==> src/smpte_tc_pkg.sv <==
`timescale 1ns / 1ps

package smpte_tc_pkg;

	localparam int unsigned FramesPerHour = 108000;
	localparam int unsigned FramesPerMin  = 1800;
	localparam int unsigned FramesPerSec  = 30;
	localparam int unsigned DropsPerHour  = 108;
	localparam int unsigned DfTenMin      = 17982;
	localparam int unsigned DfMin         = 1798;
	localparam int unsigned DayNdf        = 2592000;
	localparam int unsigned DayDf         = 2589408;
	localparam int unsigned DfTenMinAdd   = 18;
	localparam int unsigned DfMinSteps    = 9;

	localparam logic [0:0] KindTcToCount = 1'b0;
	localparam logic [0:0] KindCountToTc = 1'b1;

	// exact quotient by ceiling reciprocal over the value range used
	localparam int unsigned   Div10Shift   = 12;
	localparam logic [8:0]    Div10Recip   = 9'(((64'd1 << Div10Shift) + 64'd9) / 64'd10);
	localparam int unsigned   TenMinShift  = 40;
	localparam logic [25:0]   TenMinRecip  =
		26'(((64'd1 << TenMinShift) + 64'(DfTenMin) - 64'd1) / 64'(DfTenMin));
	localparam int unsigned   HourShift    = 40;
	localparam logic [23:0]   HourRecip    =
		24'(((64'd1 << HourShift) + 64'(FramesPerHour) - 64'd1) / 64'(FramesPerHour));
	localparam int unsigned   MinShift     = 32;
	localparam logic [21:0]   MinRecip     =
		22'(((64'd1 << MinShift) + 64'(FramesPerMin) - 64'd1) / 64'(FramesPerMin));
	localparam int unsigned   SecShift     = 16;
	localparam logic [11:0]   SecRecip     =
		12'(((64'd1 << SecShift) + 64'(FramesPerSec) - 64'd1) / 64'(FramesPerSec));

	typedef struct packed {
		logic valid;
		logic kind;
		logic oor;
	} ctl_t;

endpackage

==> src/smpte_timecode_frame_converter_core.sv <==
`timescale 1ns / 1ps

// 30 fps smpte timecode <-> frame count converter, non-drop or drop-frame
//
// request channel: start with kind, hours_in, minutes_in, seconds_in,
// frames_in and count_in. a request is taken at a rising edge with start high
// and busy low. busy stays low: the pipeline takes one request every cycle.
// kind 0 turns a timecode into count_out, kind 1 turns count_in into a
// timecode; unused result fields read zero. out_of_range flags a count of a
// day or more, with the time fields zeroed.
// result channel: done is high for one cycle with the result fields; the
// receiver has no way to hold results off, so none is needed.
// the request moves through the registered stages to done, throughput one
// request per cycle. the depth of the pipeline comes from the chain
// of constant reciprocal multiplies and remainder steps (ten-minute block,
// hours, minutes, seconds), each multiply followed by a register.
// configuration: cfg_valid / cfg_ready / cfg_data write drop_frame; cfg_ready
// is always high. drop_frame is sampled with each request.
// reset: arst_n clears all stage valid bits and drop_frame; requests in flight
// are dropped and no done follows them.
module smpte_timecode_frame_converter_core (
	input  logic        clk,
	input  logic        arst_n,
	input  logic        start,
	output logic        busy,
	input  logic        kind,
	input  logic [4:0]  hours_in,
	input  logic [5:0]  minutes_in,
	input  logic [5:0]  seconds_in,
	input  logic [4:0]  frames_in,
	input  logic [21:0] count_in,
	output logic        done,
	output logic [21:0] count_out,
	output logic [4:0]  hours_out,
	output logic [5:0]  minutes_out,
	output logic [5:0]  seconds_out,
	output logic [4:0]  frames_out,
	output logic        out_of_range,
	input  logic        cfg_valid,
	output logic        cfg_ready,
	input  logic [0:0]  cfg_data
);

	logic drop_frame_q;

	smpte_tc_pkg::ctl_t ctl_s1, ctl_s2, ctl_s3, ctl_s4, ctl_s5, ctl_s6, ctl_s7, ctl_s8, ctl_s9;

	logic [21:0] tc_sum_s1;
	logic [12:0] tc_drop_s1;
	logic        df_s1, df_s2;
	logic [21:0] n_s1, n_s2;
	logic [47:0] prod_d_s1;

	logic [21:0] tc_s2, tc_s3, tc_s4, tc_s5, tc_s6, tc_s7, tc_s8;
	logic [7:0]  d_s2;
	logic [14:0] r_s2;

	logic [21:0] np_s3, np_s4;
	logic [45:0] prod_h_s4;

	logic [4:0]  h_s5, h_s6, h_s7, h_s8;
	logic [16:0] rem1_s5, rem1_s6;
	logic [38:0] prod_m_s6;

	logic [5:0]  m_s7, m_s8;
	logic [10:0] rem2_s7, rem2_s8;
	logic [22:0] prod_s_s8;

	logic [21:0] count_s9;
	logic [4:0]  hours_s9;
	logic [5:0]  minutes_s9;
	logic [5:0]  seconds_s9;
	logic [4:0]  frames_s9;

	logic        accept;
	logic [14:0] m_div10_prod;
	logic [5:0]  m_div10;
	logic [21:0] tc_sum;
	logic [12:0] tc_drop;
	logic [21:0] day_len;
	logic [7:0]  d_est;
	logic [14:0] r_calc;
	logic [3:0]  q2;
	logic [4:0]  h_est;
	logic [5:0]  m_est;
	logic [5:0]  s_est;
	logic        show_tc;

	assign busy      = 1'b0;
	assign cfg_ready = 1'b1;
	assign accept    = start && !busy;

	always_ff @(posedge clk or negedge arst_n) begin
		if (!arst_n) begin
			drop_frame_q <= 1'b0;
		end else if (cfg_valid && cfg_ready) begin
			drop_frame_q <= cfg_data[0];
		end
	end

	// control travels with the data
	always_ff @(posedge clk or negedge arst_n) begin
		if (!arst_n) begin
			ctl_s1 <= '0;
			ctl_s2 <= '0;
			ctl_s3 <= '0;
			ctl_s4 <= '0;
			ctl_s5 <= '0;
			ctl_s6 <= '0;
			ctl_s7 <= '0;
			ctl_s8 <= '0;
			ctl_s9 <= '0;
		end else begin
			ctl_s1.valid <= accept;
			ctl_s1.kind  <= kind;
			ctl_s1.oor   <= (kind == smpte_tc_pkg::KindCountToTc) && (count_in >= day_len);
			ctl_s2 <= ctl_s1;
			ctl_s3 <= ctl_s2;
			ctl_s4 <= ctl_s3;
			ctl_s5 <= ctl_s4;
			ctl_s6 <= ctl_s5;
			ctl_s7 <= ctl_s6;
			ctl_s8 <= ctl_s7;
			ctl_s9 <= ctl_s8;
		end
	end

	// stage 1: timecode products, ten-minute block reciprocal
	always_comb begin
		m_div10_prod = 15'(minutes_in) * 15'(smpte_tc_pkg::Div10Recip);
		m_div10      = 6'(m_div10_prod >> smpte_tc_pkg::Div10Shift);
		tc_sum  = 22'(hours_in) * 22'(smpte_tc_pkg::FramesPerHour)
			+ 22'(minutes_in) * 22'(smpte_tc_pkg::FramesPerMin)
			+ 22'(seconds_in) * 22'(smpte_tc_pkg::FramesPerSec)
			+ 22'(frames_in);
		tc_drop = 13'(hours_in) * 13'(smpte_tc_pkg::DropsPerHour)
			+ {6'd0, minutes_in, 1'b0} - {6'd0, m_div10, 1'b0};
		day_len = drop_frame_q ? 22'(smpte_tc_pkg::DayDf) : 22'(smpte_tc_pkg::DayNdf);
	end

	always_ff @(posedge clk) begin
		tc_sum_s1  <= tc_sum;
		tc_drop_s1 <= tc_drop;
		df_s1      <= drop_frame_q;
		n_s1       <= count_in;
		prod_d_s1  <= 48'(count_in) * 48'(smpte_tc_pkg::TenMinRecip);
	end

	// stage 2: drop subtract, ten-minute quotient and remainder
	always_comb begin
		d_est  = 8'(prod_d_s1 >> smpte_tc_pkg::TenMinShift);
		r_calc = 15'(n_s1 - 22'(d_est) * 22'(smpte_tc_pkg::DfTenMin));
	end

	always_ff @(posedge clk) begin
		tc_s2 <= df_s1 ? (tc_sum_s1 - 22'(tc_drop_s1)) : tc_sum_s1;
		d_s2  <= d_est;
		r_s2  <= r_calc;
		n_s2  <= n_s1;
		df_s2 <= df_s1;
	end

	// stage 3: minute corrections inside the ten-minute block
	always_comb begin
		q2 = '0;
		for (int k = 1; k <= smpte_tc_pkg::DfMinSteps; k++) begin
			if (r_s2 >= 15'(2 + k * smpte_tc_pkg::DfMin)) begin
				q2 = q2 + 4'd1;
			end
		end
	end

	always_ff @(posedge clk) begin
		tc_s3 <= tc_s2;
		if (df_s2) begin
			np_s3 <= n_s2 + 22'(d_s2) * 22'(smpte_tc_pkg::DfTenMinAdd) + {17'd0, q2, 1'b0};
		end else begin
			np_s3 <= n_s2;
		end
	end

	// stage 4: hour reciprocal
	always_ff @(posedge clk) begin
		tc_s4     <= tc_s3;
		np_s4     <= np_s3;
		prod_h_s4 <= 46'(np_s3) * 46'(smpte_tc_pkg::HourRecip);
	end

	// stage 5: hours and remainder
	assign h_est = 5'(prod_h_s4 >> smpte_tc_pkg::HourShift);

	always_ff @(posedge clk) begin
		tc_s5   <= tc_s4;
		h_s5    <= h_est;
		rem1_s5 <= 17'(np_s4 - 22'(h_est) * 22'(smpte_tc_pkg::FramesPerHour));
	end

	// stage 6: minute reciprocal
	always_ff @(posedge clk) begin
		tc_s6     <= tc_s5;
		h_s6      <= h_s5;
		rem1_s6   <= rem1_s5;
		prod_m_s6 <= 39'(rem1_s5) * 39'(smpte_tc_pkg::MinRecip);
	end

	// stage 7: minutes and remainder
	assign m_est = 6'(prod_m_s6 >> smpte_tc_pkg::MinShift);

	always_ff @(posedge clk) begin
		tc_s7   <= tc_s6;
		h_s7    <= h_s6;
		m_s7    <= m_est;
		rem2_s7 <= 11'(rem1_s6 - 17'(m_est) * 17'(smpte_tc_pkg::FramesPerMin));
	end

	// stage 8: second reciprocal
	always_ff @(posedge clk) begin
		tc_s8     <= tc_s7;
		h_s8      <= h_s7;
		m_s8      <= m_s7;
		rem2_s8   <= rem2_s7;
		prod_s_s8 <= 23'(rem2_s7) * 23'(smpte_tc_pkg::SecRecip);
	end

	// stage 9: seconds, frames and result masking
	assign s_est   = 6'(prod_s_s8 >> smpte_tc_pkg::SecShift);
	assign show_tc = (ctl_s8.kind == smpte_tc_pkg::KindCountToTc) && !ctl_s8.oor;

	always_ff @(posedge clk) begin
		count_s9   <= (ctl_s8.kind == smpte_tc_pkg::KindTcToCount) ? tc_s8 : '0;
		hours_s9   <= show_tc ? h_s8 : '0;
		minutes_s9 <= show_tc ? m_s8 : '0;
		seconds_s9 <= show_tc ? s_est : '0;
		frames_s9  <= show_tc ?
			5'(rem2_s8 - 11'(s_est) * 11'(smpte_tc_pkg::FramesPerSec)) : '0;
	end

	assign done         = ctl_s9.valid;
	assign out_of_range = ctl_s9.oor;
	assign count_out    = count_s9;
	assign hours_out    = hours_s9;
	assign minutes_out  = minutes_s9;
	assign seconds_out  = seconds_s9;
	assign frames_out   = frames_s9;

	a_latency : assert property (@(posedge clk) disable iff (!arst_n)
		accept |-> ##9 done)
		else $error("request did not complete after nine cycles");

	a_oor_zero : assert property (@(posedge clk) disable iff (!arst_n)
		done && out_of_range |-> hours_out == '0 && minutes_out == '0
			&& seconds_out == '0 && frames_out == '0 && count_out == '0)
		else $error("out of range result carries nonzero fields");

	a_tc_zero : assert property (@(posedge clk) disable iff (!arst_n)
		done && ctl_s9.kind == smpte_tc_pkg::KindTcToCount |-> !out_of_range
			&& hours_out == '0 && minutes_out == '0 && seconds_out == '0
			&& frames_out == '0)
		else $error("timecode to count result carries time fields");

	a_tc_range : assert property (@(posedge clk) disable iff (!arst_n)
		done && ctl_s9.kind == smpte_tc_pkg::KindCountToTc && !out_of_range
			|-> hours_out < 5'd24 && minutes_out < 6'd60 && seconds_out < 6'd60
			&& frames_out < 5'd30)
		else $error("timecode field out of range");

	a_count_zero : assert property (@(posedge clk) disable iff (!arst_n)
		done && ctl_s9.kind == smpte_tc_pkg::KindCountToTc |-> count_out == '0)
		else $error("count to timecode result carries a count");

endmodule
==> config.mk <==
export PLATFORM = sky130hd
export DESIGN_NAME = smpte_timecode_frame_converter_core
export DESIGN_NICKNAME = d
export VERILOG_FILES = /design/src/smpte_tc_pkg.sv /design/src/smpte_timecode_frame_converter_core.sv
export SDC_FILE = /design/constraint.sdc
export NUM_CORES = 2
export LEC_CHECK = 0
export ABC_AREA = 1
export BUFFER_PORTS_ARGS = -buffer_cell sky130_fd_sc_hd__buf_2
export CAP_MARGIN = 20
export CORE_ASPECT_RATIO = 0.5
export CORE_UTILIZATION = 32
export CTS_CLUSTER_SIZE = 30
export DETAILED_ROUTE_END_ITERATION = 10
export SLEW_MARGIN = 20
export SYNTH_ARGS = -nofsm -noshare
export SYNTH_HDL_FRONTEND = slang
export SYNTH_SLANG_ARGS = --single-unit
export TNS_END_PERCENT = 1
==> constraint.sdc <==
create_clock -name clk -period 6.06 [get_ports clk]
set_input_delay 0.606 -clock clk [delete_from_list [all_inputs] [get_ports clk]]
set_output_delay 0.606 -clock clk [all_outputs]
set_load 0.01 [all_outputs]
==> impl_metrics.toml <==
[status]
outcome = "finished with violations"
violations = "negative setup slack"

[grt]
grt_overflow = 0
grtUsageTotal_pct = 13.7
antenna_found_initial = 8
grt_pass1_vias = 29400
grt_pass1_wl_mm = 149
grt_max_degree = 28

[route]
wl_per_cell_um = 13.7
via_per_inst = 4.39
via_count = 28400
final_antenna_net_count = 0
drtPass1Iterations = 8
drc_errors = 0
wirelength_mm = 88.3
drt_iter0_markers = 1158

[timing]
skew_ns = 0.0352
tightestPinTransition_ns = 0.916
fin_ws_ns = -0.0982
rsz0062_at_grt = "yes"
hold_viol = 0
post-route-period-util_pct = 102
setup_viol = 4
max_slew_margin_pct = 38.8
fmax_ghz = 0.162
finalCriticalPeriod_ns = 6.16
drv_slew = 0

[logic_synthesis]
synth_cell_types = 56
yosys.area.top_type = "ha_1"
synth_top_family_by_area = "adder cells"
synth.avg_cell_area_um2 = 9.54
synth-edff-count = 0
synth_top_area_share_pct = 27.6
yosysSeqAreaShare_pct = 22.4
synth_area_mm2 = 0.0423
synthFlopType = "dfxtp_1"
synth_fa_ha_area_share_pct = 48.8
yosys-top-cells-area = "ha_1 (28%), fa_1 (21%), dfxtp_1 (21%)"
synth-seq-cells = 467
yosys.area_share.simple_pct = 8.20
synth-compound-area-share_pct = 6.84
synth_xor_area_share_pct = 4.12
syn-num-nets = 5864
yosysWarnings = 0
synthCells = 4433
synth-async-reset-ratio_pct = 5.78
synth_mux_area_share_pct = 0

[clock_network]
htree_levels = 2
cts_max_path_buffers = 3
ctsRootBufferMaster = "clkbuf_16"
cts_tree = "built"
clk_pin_slew_worst_paths_ns = 0.06
clock_latency_ns = 0.61
cts-buffers-inserted = 47
clock_sinks = 467
cts_hold_buf = 0

[place]
io_buffers = 95
gp_congestion = 0.906
postPlaceCellArea_mm2 = 0.0457
dp_hpwl_mm = 76.7

[floorplanning]
initial_core_util_pct = 32.6
ios = 98
core_mm2 = 0.130
fp-row-count = 93
die_h_um = 259
die_area_mm2 = 0.134
die_width_um = 516

[setup_path]
crit_arrival_ns = 6.64
crit_path_frequent_cell = "inv_2"
critPathMaxStageDelay_ns = 0.42
crit_slowest_cell = "fa_1"
path_delay_family = "simple AND/OR/NAND/NOR gates"
worstSetupEndpointType = "register"
crit_required_ns = 6.54
worst-path-buf-inv = 8
start_kind = "register"
cp_max_fo = 3
critPathKind = "reg -> reg"

[finish]
area_delta_synth_final_pct = 12.6
drive_gt1_share_pct = 8.00
antenna_cells = 0
nets = 6103
final_area_mm2 = 0.0476

[job]
drv_cap = 0

[min_path]
hold_class = "in -> async"
layer usage:
| metal | up-vias | global-route usage [%] | wire length [um] |
|---|---|---|---|
| li1 | 14600 | - | - |
| met2 | 286 | 23.4 | 40900 |
| met3 | 101 | 1.31 | 2280 |
| met1 | 13400 | 18.6 | 43200 |
| met4 | 6 | 3.16 | 1840 |
| met5 | - | 0 | 45 |
through the flow:
stage | util (%) | std cells | setup slack (ns) | hold slack [ns] | setup TNS, ns
5_1_grt | 36.7 | 6467 | -0.521 | 0.0467 | -4.94
3_5_place_dp | 35.2 | 6368 | -0.363 | 0.312 | -1.95
2_1_floorplan | - | 4433 | -0.0251 | 0.310 | -0.0251
4_1_cts | 36.6 | 6467 | -0.133 | 0.00494 | -0.313
3_3_place_gp | 35.2 | 6368 | -0.247 | 0.310 | -1.01
6_report | 36.7 | 6467 | -0.0982 | 0.0177 | -0.225
Yosys cell counts (15+ instances only):
library cell / instances
a31oi_1: 19
nor3_1: 29
xnor2_1: 67
nand2_1: 380
ha_1: 933
dfxtp_1: 440
nand2_2: 15
fa_1: 448
a21o_1: 23
inv_1: 1062
dfrtp_1: 27
nand4_1: 28
xor2_1: 132
a21oi_1: 251
o21ai_0: 140
nand3_1: 87
o21bai_1: 17
nor2_1: 197
layout by cell type, fill, tap and decap left out, types with 47 or more instances in the layout:
cell | synthesis | layout
dfxtp_1 | 440 | 433
o21ai_0 | 140 | 129
clkbuf_16 | 0 | 47
buf_2 | 0 | 95
fa_1 | 448 | 447
xnor2_1 | 67 | 65
inv_1 | 1062 | 1053
ha_1 | 933 | 927
nand2_1 | 380 | 373
nand3_1 | 87 | 85
buf_4 | 2 | 104
a21oi_1 | 251 | 249
nor2_1 | 197 | 193
xor2_1 | 132 | 132
flip-flops by register name (all words and copies together) (netlist names), 15 cells and up:
| register | cells |
|---|---|
| np_s3 | 22 |
| tc_s8 | 22 |
| tc_s2 | 22 |
| r_s2 | 15 |
| n_s2 | 21 |
| np_s4 | 17 |
| tc_sum_s1 | 22 |
| tc_s6 | 22 |
| tc_s3 | 22 |
| rem1_s5 | 17 |
| tc_s4 | 22 |
| count_out | 22 |
| n_s1 | 20 |
| tc_s5 | 22 |
| tc_s7 | 22 |
what timing repair did:
item / 4_1_cts / 5_1_grt
setup buffers: 12 / 0
endpoints found under the hold margin: 0 / 0
endpoints found under the setup margin: 10 / 17
pin swaps: 35 / 9
gates resized for setup: 27 / 11
final cells by class:
class                   instances  area (um^2)
multi-input cells            2892        29000
clock inverters                27          412
flip-flops and latches        467         9490
fillers                     13200        82300
inverters                    1064         4000
clock buffers                  60         1260
well taps                    1757         2200
repair buffers                200         1270
final timing paths:
path	start	to	slack [ns]	depth (start not counted)
worst max register to register	r_s2[11]	np_s3[20]	-0.1	41
min in group clk	frames_in[0]	tc_sum_s1[0]	0.09	1
max in group asynchronous	arst_n	ctl_s5[2]	5.57	1
worst min register to register	tc_s4[4]	tc_s5[4]	0.31	0
worst min-delay path	arst_n	ctl_s2[2]	0.02	1
worst max-delay path	r_s2[11]	np_s3[20]	-0.1	41
cell families after synthesis:
group | count (synthesis)
compound gates | 515
xor+xnor | 199
fa+ha+maj | 1381
buf+inv | 1074
flops | 467
other cells | 2
simple gates | 795
Power is left out: the tool's default activity adds up to more than one toggle a clock period on the data nets, which glitch-free logic cannot reach.
